===== src/rtl/core/cte_pkg.sv =====
// ---------------------------------------------------------------------------
// cte_pkg: shared types and constants of the capability table engine
// Opcodes, status codes, the stored entry layout and the command and status
// groups between controller and datapath.
// ---------------------------------------------------------------------------
package cte_pkg;

  localparam int unsigned SLOTS_DEF       = 1024;
  localparam int unsigned CHILD_SLOTS_DEF = 4;
  localparam int unsigned DEPTH_DEF       = 16;

  localparam int unsigned RIGHT_GRANT_BIT    = 4;
  localparam int unsigned RIGHT_TRANSFER_BIT = 8;

  localparam int unsigned IN_DATA_W  = 392;
  localparam int unsigned OUT_DATA_W = 88;
  localparam int unsigned COUNT_W    = 17;

  typedef enum logic [2:0] {
    OP_CREATE   = 3'd0,
    OP_DERIVE   = 3'd1,
    OP_CHECK    = 3'd2,
    OP_TRANSFER = 3'd3,
    OP_REVOKE   = 3'd4
  } opcode_t;

  typedef enum logic [3:0] {
    ST_OK          = 4'd0,
    ST_NOT_FOUND   = 4'd1,
    ST_RIGHTS      = 4'd2,
    ST_RANGE       = 4'd3,
    ST_NO_GRANT    = 4'd4,
    ST_FULL        = 4'd5,
    ST_NO_TRANSFER = 4'd6,
    ST_DOMAIN      = 4'd7,
    ST_DEPTH       = 4'd8
  } status_t;

  typedef struct packed {
    logic [31:0] level;
    logic [63:0] object;
    logic [7:0]  otype;
    logic [31:0] domain;
    logic [63:0] length;
    logic [63:0] offset;
    logic [63:0] rights;
  } entry_t;

  typedef enum logic [4:0] {
    CMD_NONE,
    CMD_CLEAR,
    CMD_LOAD,
    CMD_NEWID,
    CMD_MOD_START,
    CMD_MOD_STEP,
    CMD_PROBE_RD,
    CMD_PROBE_NEXT,
    CMD_SET_PAR,
    CMD_PUSH,
    CMD_OVER,
    CMD_ENT_RD,
    CMD_XFER_WR,
    CMD_ALLOC_WR,
    CMD_CZERO,
    CMD_LINK_RD,
    CMD_LINK_NEXT,
    CMD_LINK_WR,
    CMD_RCH_RD,
    CMD_KEY_CH,
    CMD_RFREE,
    CMD_EMIT
  } dp_cmd_t;

  typedef struct packed {
    dp_cmd_t cmd;
    logic    set_st;
    status_t st;
  } ctl_cmd_t;

  typedef struct packed {
    opcode_t op;
    logic    key_zero;
    logic    mod_done;
    logic    id_hit;
    logic    id_empty;
    logic    probe_last;
    logic    rights_ok;
    logic    range_ok;
    logic    grant_ok;
    logic    xfer_ok;
    logic    dom_ok;
    logic    ch_zero;
    logic    cur_last;
    logic    top_full;
    logic    stack_full;
    logic    stack_one;
    logic    clr_last;
    logic    over;
    logic    out_free;
  } dp_stat_t;

endpackage


===== src/rtl/core/cte_ctrl.sv =====
// ---------------------------------------------------------------------------
// cte_ctrl: sequencing state machine
// Walks each request through lookup, allocation, checks, child linking and
// the revoke walk, issuing one datapath command per cycle.
// ---------------------------------------------------------------------------
module cte_ctrl (
  input  logic              clk,
  input  logic              rst_n,
  input  logic              in_tvalid,
  input  cte_pkg::opcode_t  in_op,
  output logic              in_tready,
  input  cte_pkg::dp_stat_t stat,
  output cte_pkg::ctl_cmd_t cmd
);

  typedef enum logic [4:0] {
    S_CLR, S_IDLE, S_NEWID, S_MODS, S_MOD, S_PRD, S_PCHK, S_ERD, S_ECHK,
    S_AWR, S_CZERO, S_LRD, S_LCHK, S_RTOP, S_RCHK, S_DONE
  } state_t;

  typedef enum logic [1:0] {PH_ROOT, PH_ALLOC, PH_CHILD} phase_t;

  state_t state_r, state_nxt;
  phase_t phase_r, phase_nxt;

  assign in_tready = (state_r == S_IDLE);

  // next state and command
  always_comb begin
    state_nxt  = state_r;
    phase_nxt  = phase_r;
    cmd.cmd    = cte_pkg::CMD_NONE;
    cmd.set_st = 1'b0;
    cmd.st     = cte_pkg::ST_OK;
    unique case (state_r)
      S_CLR: begin
        cmd.cmd = cte_pkg::CMD_CLEAR;
        if (stat.clr_last) state_nxt = S_IDLE;
      end
      S_IDLE: begin
        if (in_tvalid) begin
          cmd.cmd   = cte_pkg::CMD_LOAD;
          phase_nxt = PH_ROOT;
          priority case (in_op)
            cte_pkg::OP_CREATE: state_nxt = S_NEWID;
            cte_pkg::OP_DERIVE, cte_pkg::OP_CHECK,
            cte_pkg::OP_TRANSFER, cte_pkg::OP_REVOKE: state_nxt = S_MODS;
            default: state_nxt = S_DONE;
          endcase
        end
      end
      S_NEWID: begin
        cmd.cmd   = cte_pkg::CMD_NEWID;
        phase_nxt = PH_ALLOC;
        state_nxt = S_MODS;
      end
      S_MODS: begin
        if (stat.key_zero) begin
          cmd.set_st = (phase_r != PH_CHILD);
          cmd.st     = (phase_r == PH_ALLOC) ? cte_pkg::ST_FULL : cte_pkg::ST_NOT_FOUND;
          state_nxt  = (phase_r == PH_CHILD) ? S_RTOP : S_DONE;
        end else begin
          cmd.cmd   = cte_pkg::CMD_MOD_START;
          state_nxt = S_MOD;
        end
      end
      S_MOD: begin
        if (stat.mod_done) state_nxt = S_PRD;
        else cmd.cmd = cte_pkg::CMD_MOD_STEP;
      end
      S_PRD: begin
        cmd.cmd   = cte_pkg::CMD_PROBE_RD;
        state_nxt = S_PCHK;
      end
      S_PCHK: begin
        if (phase_r == PH_ALLOC) begin
          if (stat.id_empty) begin
            state_nxt = S_AWR;
          end else if (stat.probe_last) begin
            cmd.set_st = 1'b1;
            cmd.st     = cte_pkg::ST_FULL;
            state_nxt  = S_DONE;
          end else begin
            cmd.cmd   = cte_pkg::CMD_PROBE_NEXT;
            state_nxt = S_PRD;
          end
        end else if (stat.id_hit) begin
          if (phase_r == PH_CHILD) begin
            cmd.cmd   = stat.stack_full ? cte_pkg::CMD_OVER : cte_pkg::CMD_PUSH;
            state_nxt = S_RTOP;
          end else if (stat.op == cte_pkg::OP_REVOKE) begin
            cmd.cmd   = cte_pkg::CMD_PUSH;
            state_nxt = S_RTOP;
          end else begin
            cmd.cmd   = cte_pkg::CMD_SET_PAR;
            state_nxt = S_ERD;
          end
        end else if (stat.id_empty || stat.probe_last) begin
          if (phase_r == PH_CHILD) begin
            state_nxt = S_RTOP;
          end else begin
            cmd.set_st = 1'b1;
            cmd.st     = cte_pkg::ST_NOT_FOUND;
            state_nxt  = S_DONE;
          end
        end else begin
          cmd.cmd   = cte_pkg::CMD_PROBE_NEXT;
          state_nxt = S_PRD;
        end
      end
      S_ERD: begin
        cmd.cmd   = cte_pkg::CMD_ENT_RD;
        state_nxt = S_ECHK;
      end
      S_ECHK: begin
        state_nxt = S_DONE;
        priority case (stat.op)
          cte_pkg::OP_DERIVE: begin
            cmd.set_st = 1'b1;
            priority if (!stat.rights_ok) cmd.st = cte_pkg::ST_RIGHTS;
            else if (!stat.range_ok)      cmd.st = cte_pkg::ST_RANGE;
            else if (!stat.grant_ok)      cmd.st = cte_pkg::ST_NO_GRANT;
            else begin
              cmd.set_st = 1'b0;
              state_nxt  = S_NEWID;
            end
          end
          cte_pkg::OP_CHECK: begin
            cmd.set_st = !stat.rights_ok;
            cmd.st     = cte_pkg::ST_RIGHTS;
          end
          cte_pkg::OP_TRANSFER: begin
            cmd.set_st = 1'b1;
            priority if (!stat.xfer_ok) cmd.st = cte_pkg::ST_NO_TRANSFER;
            else if (!stat.dom_ok)      cmd.st = cte_pkg::ST_DOMAIN;
            else begin
              cmd.set_st = 1'b0;
              cmd.cmd    = cte_pkg::CMD_XFER_WR;
            end
          end
          default: state_nxt = S_DONE;
        endcase
      end
      S_AWR: begin
        cmd.cmd   = cte_pkg::CMD_ALLOC_WR;
        state_nxt = S_CZERO;
      end
      S_CZERO: begin
        cmd.cmd = cte_pkg::CMD_CZERO;
        if (stat.cur_last)
          state_nxt = (stat.op == cte_pkg::OP_DERIVE) ? S_LRD : S_DONE;
      end
      S_LRD: begin
        cmd.cmd   = cte_pkg::CMD_LINK_RD;
        state_nxt = S_LCHK;
      end
      S_LCHK: begin
        if (stat.ch_zero) begin
          cmd.cmd   = cte_pkg::CMD_LINK_WR;
          state_nxt = S_DONE;
        end else if (stat.cur_last) begin
          state_nxt = S_DONE;
        end else begin
          cmd.cmd   = cte_pkg::CMD_LINK_NEXT;
          state_nxt = S_LRD;
        end
      end
      S_RTOP: begin
        if (!stat.top_full) begin
          cmd.cmd   = cte_pkg::CMD_RCH_RD;
          state_nxt = S_RCHK;
        end else begin
          cmd.cmd = cte_pkg::CMD_RFREE;
          if (stat.stack_one) begin
            cmd.set_st = 1'b1;
            cmd.st     = stat.over ? cte_pkg::ST_DEPTH : cte_pkg::ST_OK;
            state_nxt  = S_DONE;
          end
        end
      end
      S_RCHK: begin
        if (stat.ch_zero) begin
          state_nxt = S_RTOP;
        end else begin
          cmd.cmd   = cte_pkg::CMD_KEY_CH;
          phase_nxt = PH_CHILD;
          state_nxt = S_MODS;
        end
      end
      S_DONE: begin
        if (stat.out_free) begin
          cmd.cmd   = cte_pkg::CMD_EMIT;
          state_nxt = S_IDLE;
        end
      end
      default: state_nxt = S_CLR;
    endcase
  end

  // state register
  always_ff @(posedge clk) begin
    if (!rst_n) begin
      state_r <= S_CLR;
      phase_r <= PH_ROOT;
    end else begin
      state_r <= state_nxt;
      phase_r <= phase_nxt;
    end
  end

endmodule


===== config.mk =====
export PLATFORM = sky130hd
export DESIGN_NAME = cte_ctrl
export DESIGN_NICKNAME = d
export VERILOG_FILES = /design/src/rtl/core/cte_pkg.sv /design/src/rtl/core/cte_ctrl.sv
export SDC_FILE = /design/constraint.sdc
export NUM_CORES = 1
export LEC_CHECK = 0
export BUFFER_PORTS_ARGS = -buffer_cell sky130_fd_sc_hd__buf_2
export CORE_MARGIN = 5
export CORE_UTILIZATION = 45
export DETAILED_ROUTE_END_ITERATION = 8
export GPL_ROUTABILITY_DRIVEN = 0
export PLACE_DENSITY = 0.74
export SLEW_MARGIN = 20
export SYNTH_ARGS = -nofsm -noshare
export SYNTH_HDL_FRONTEND = slang
export SYNTH_SLANG_ARGS = --single-unit
export TNS_END_PERCENT = 100

===== constraint.sdc =====
create_clock -name clk -period 1.5 [get_ports clk]
set_input_delay 0.15 -clock clk [delete_from_list [all_inputs] [get_ports clk]]
set_output_delay 0.15 -clock clk [all_outputs]
set_load 0.01 [all_outputs]

# Word level (Yosys, flattened, before mapping)
# Index checks and enable logic that the tools add are counted.
[word_totals]
reg_bits = 7
input_bits = 27
output_inout_bits = 11
word_cells = 111
[classes]
n_eq_ne = 33
n_mux = 68
reduce_logical = 8
[ops]
columns = ["op", "count"]
rows = [
  ["one-hot mux 5 bit (16 select lines)", 2],
  ["two-way mux 5 bit", 22],
  ["two-way mux 4 bit", 14],
  ["two-way mux 3 bit", 14],
  ["== test 5 x 4 -> 1 bit, second input constant", 8],
  ["== test 5 x 3 -> 1 bit, second input constant", 4],
  ["one-hot mux 5 bit (4 select lines)", 1],
  ["one-hot mux 5 bit (3 select lines)", 1],
  ["!= test 2 bit, second input constant", 7],
  ["== test 3 x 2 -> 1 bit, second input constant", 4],
  ["two-way mux 2 bit", 6],
  ["== test 5 x 2 -> 1 bit, second input constant", 2],
  ["two-way mux 10 bit", 1],
  ["two-way mux 8 bit", 1],
  ["one-hot mux 4 bit (2 select lines)", 1],
  ["== test 3 x 1 -> 1 bit, second input constant", 2],
  ["== test 3 bit, second input constant", 2],
  ["one-hot mux 2 bit (3 select lines)", 1],
  ["AND reduction 6 bit", 1],
  ["== test 5 x 1 -> 1 bit, second input constant", 1],
  ["zero test 5 bit", 1],
  ["two-way mux 1 bit", 4],
  ["OR reduction 4 bit", 1],
  ["zero test 3 bit", 1],
  ["7 further kinds", 7],
]

# Logic depth before layout (Yosys ltp)
[logic_depth]
ltp_word = 6
ltp_mapped = 7
depth_no_buf = 5

# Worst setup path before layout
# OpenSTA, ideal clock, no wires.
[synth_timing]
path_type = "register to output"
start = "register state_r[1]"
end = "output port cmd[4] in the netlist's numbering"
arrival_time_ns = 1.316
required_ns = 1.350
path_slack_ns = 0.034
path_stages_with_launch = 7
path_buffers = 1
path_cell_list = "dfxtp_1 buf_4 nor2_1 nand3_1 or3_1 o21bai_1 nand3_1"
[synth_rtl]
columns = ["item", "line", "text"]
rows = [
  ["start: declaration", "cte_ctrl.sv:23", "state_t state_r, state_nxt;"],
  ["start signal: assignment", "cte_ctrl.sv:206", "state_r <= state_nxt;"],
  ["end: declaration", "cte_ctrl.sv:13", "output cte_pkg::ctl_cmd_t cmd"],
]

# Worst setup path in the final report
[layout_timing]
start = "register phase_r[1]"
end = "register state_r[2]"
[layout_between]
elab_chain_cells = 5
word_cells_on_any_way = 6
cone_classes = "eq/ne (2); mux (4)"
[layout_rtl]
columns = ["item", "line", "text"]
rows = [
  ["start: declaration", "cte_ctrl.sv:24", "phase_t phase_r, phase_nxt;"],
  ["start signal: assignment", "cte_ctrl.sv:207", "phase_r <= phase_nxt;"],
  ["== test 2 bit", "cte_ctrl.sv:88", "if (phase_r == PH_CHILD) begin"],
  ["two-way mux 4 bit", "cte_ctrl.sv:88", ""],
  ["two-way mux 5 bit", "cte_ctrl.sv:87", "end else if (stat.id_hit) begin"],
  ["two-way mux 5 bit (*)", "cte_ctrl.sv:76", "if (phase_r == PH_ALLOC) begin"],
  ["one-hot mux 5 bit (16 select lines) (*)", "cte_ctrl.sv:35", "unique case (state_r)"],
]
# Mark *: on every way between the ends. The rest lies on a longest branch, timed or not.
# A chain may end at the register's enable or synchronous reset.

==> metrics <==
status=complete, but fails checks; failing checks=setup timing; critical path, cell by cell=buf_6 > nand3b_1 > a32o_2 > a222oi_1 > a31oi_2; initial antenna violation count=0; Pwr Total=3.02 mW; remaining antenna violation count=0; Switching Fraction=49.5%; total core area=2210 µm²; post-synthesis cell count=162; DRC=0; Post-synth EDFFs=0; die height=58.3 µm; Crit Path Max Fanout=4; Arr. time, crit path=2.16 ns; fill count=109; CP max stage delay=0.71 ns; final WL=6590 µm; FF+latch count, synth=6; cts bufs inserted=3; Post-synth ARST share=0%; Root Driver=clkbuf_4; Peak VDD IR=1.15 mV; Nets=277; worst skew pair latency=0.25 ns; Worst-Margin Slew=0.804 ns; DR iter-0 viols=270; largest net degree at the start of global routing=12; Mean Syn Cell Area=6.48 µm²; Final Util=87.0%; H-tree Lvls=1; Slew Limit Fails=0; Post-CTS Hold Buffers=0; Area Overhead vs Synth=83.3%; RSZ-0062 raised after global routing=true; Starting Density=47.5%; DIE AREA=3400 µm²; count of final hold-check violations=0; Setup Crit Path Kind=reg2reg; max frequency=479 MHz; NetSw=1.50 mW; via/cell ratio=7.27; FP Rows=17; Clock transition at path regs=0.05 ns; Yosys top cell by area=dfxtp_1; Longest Clk Path Bufs=2; Seq/Total Area, Yosys=11.4%; Internal=1.52 mW; First-pass DRT Iterations=8; first-pass GRT wire length=8940 µm; endpoints failing setup=13; Hold Crit Class=in2reg; total number of vias=2006; Final period util=139%; Synth Net Count=189; Leakage=0.862 nW; Synthesis Warnings=0; clock sinks=6; Synth Cell Area=1050 µm²; CP max-delay cell=a222oi_1; logic gate share of total power=82.6%; Clk network pwr share=5.2%; ratio of cells with drive above 1 in the final layout=58.9%; WL per Instance=23.9 µm; max-cap viol count=0; Slew Limit Headroom=46.4%; Req. time, crit path=1.58 ns; diode count=0; share of the synthesized area in the top cell type=11.4%; Cell variety after synth=51; CTS tree=built; Overflow after GRT=0; top_reg_cell synth=dfxtp_1; fin crit period=2.09 ns; element type at the critical path end=flip-flop; DP Worst Slack=-0.151 ns; PwrDens=1570 nW/µm²; sequential power share=12.2%; startpoint types=flip-flop; Clock Skews=0.00464 ns; vias in the first global route=1934; Setup WS post-layout=-0.587 ns; IO Port Bufs=37; die width=58.3 µm; DP HPWL=3280 µm; IO Count=38; GRT Util Overall=34.0%; largest cells by area after synthesis=dfxtp_1, o21ai_0, a21oi_1
==> timing repair <==
action | CTS | global route
gates resized for setup | 53 | 29
hold endpoints to repair | 0 | 0
endpoints found under the setup margin | 16 | 17
buffers inserted | 16 | 7
pin swaps | 17 | 15
==> layer usage <==
| layer | track usage, % | vias to the layer above | routed length, µm | share of wire, % |
|---|---|---|---|---|
| met2 | 56.6 | 224 | 2740 | 42 |
| met3 | 6.58 | 91 | 864 | 13 |
| met5 | 0 | - | 0 | 0 |
| li1 | - | 790 | - | - |
| met4 | 26.2 | 0 | 717 | 11 |
| met1 | 37.8 | 901 | 2270 | 34 |
==> layout by cell type (no fill, tap or decap), types with 3 or more instances in the layout <==
master	n
dfxtp_4	3
buf_4	47
buf_2	37
a21oi_2	3
nand3_1	4
o21ai_2	5
nand2_1	11
nor2_4	3
o21ai_1	5
nor2_1	14
a21oi_1	12
buf_6	9
nand3b_1	3
clkbuf_4	3
inv_1	4
nor3_1	3
nor2b_1	5
o21ai_0	9
dfxtp_2	3
a31oi_1	4
==> state kept, by name (all words and copies together), names as in the netlist <==
signal and cells:
phase_r 2, state_r 4
==> final cells by class <==
type	instances	area, µm²	share of cell area [%]
inverters	6	26.3	1.37
flip-flops and latches	6	135	7.02
well taps	28	35.0	1.82
clock buffers	3	22.5	1.17
repair buffers	94	654	34.0
multi-input cells	139	1050	54.6
==> worst max-delay path, delay by kind of cell, from the launching register on <==
kind,cells,cell delay (ns)
simple gates,1,0.23
compound gates,3,1.24
flops,1,0.34
buf+inv,1,0.11
==> cell usage after synthesis (3+ instances only) <==
cell	instances
buf_2	7
nand3_1	6
nor3_1	3
nand2_1	13
a31oi_1	5
nor2_1	17
nor2b_1	7
a21oi_1	16
nand3b_1	3
nand2b_1	4
o21ai_0	17
dfxtp_1	6
and2_1	3
inv_1	6
==> path summary, 6_finish.rpt <==
path                   start         end  slack [ns]  depth (start not counted)
setup / recovery  phase_r[1]  state_r[2]       -0.59                          5
hold / removal         rst_n  state_r[1]        0.20                          3
setup reg to reg  phase_r[1]  state_r[2]       -0.59                          5
hold reg to reg   phase_r[1]  phase_r[1]        0.55                          2
==> cells by family after synthesis <==
logic type	Yosys count	share of synthesized area, %
simple gates	73	38.7
compound gates	65	40.6
buf+inv	17	8.34
flops	6	11.4
xor+xnor	1	0.834
==> power by group through the flow <==
stage          sequential [mW]  combinational, mW  clock, mW
3_5_place_dp             0.301               1.63          0
2_1_floorplan            0.239               1.01          0
5_1_grt                  0.372               2.61      0.178
3_3_place_gp             0.293               1.59          0
4_1_cts                  0.329               2.00      0.156
6_report                 0.369               2.49      0.158
==> through the flow <==
stage | area, µm² | setup TNS [ns] | hold WS, ns | cells
2_1_floorplan | 1050 | 0 | 0.288 | 162
3_3_place_gp | 1480 | -0.606 | 0.429 | 252
3_5_place_dp | 1480 | -0.930 | 0.439 | 252
4_1_cts | 1770 | -1.84 | 0.178 | 270
5_1_grt | 1920 | -4.40 | 0.191 | 276
6_report | 1920 | -3.57 | 0.199 | 276
No activity file was read; power rests on OpenSTA's default activity.
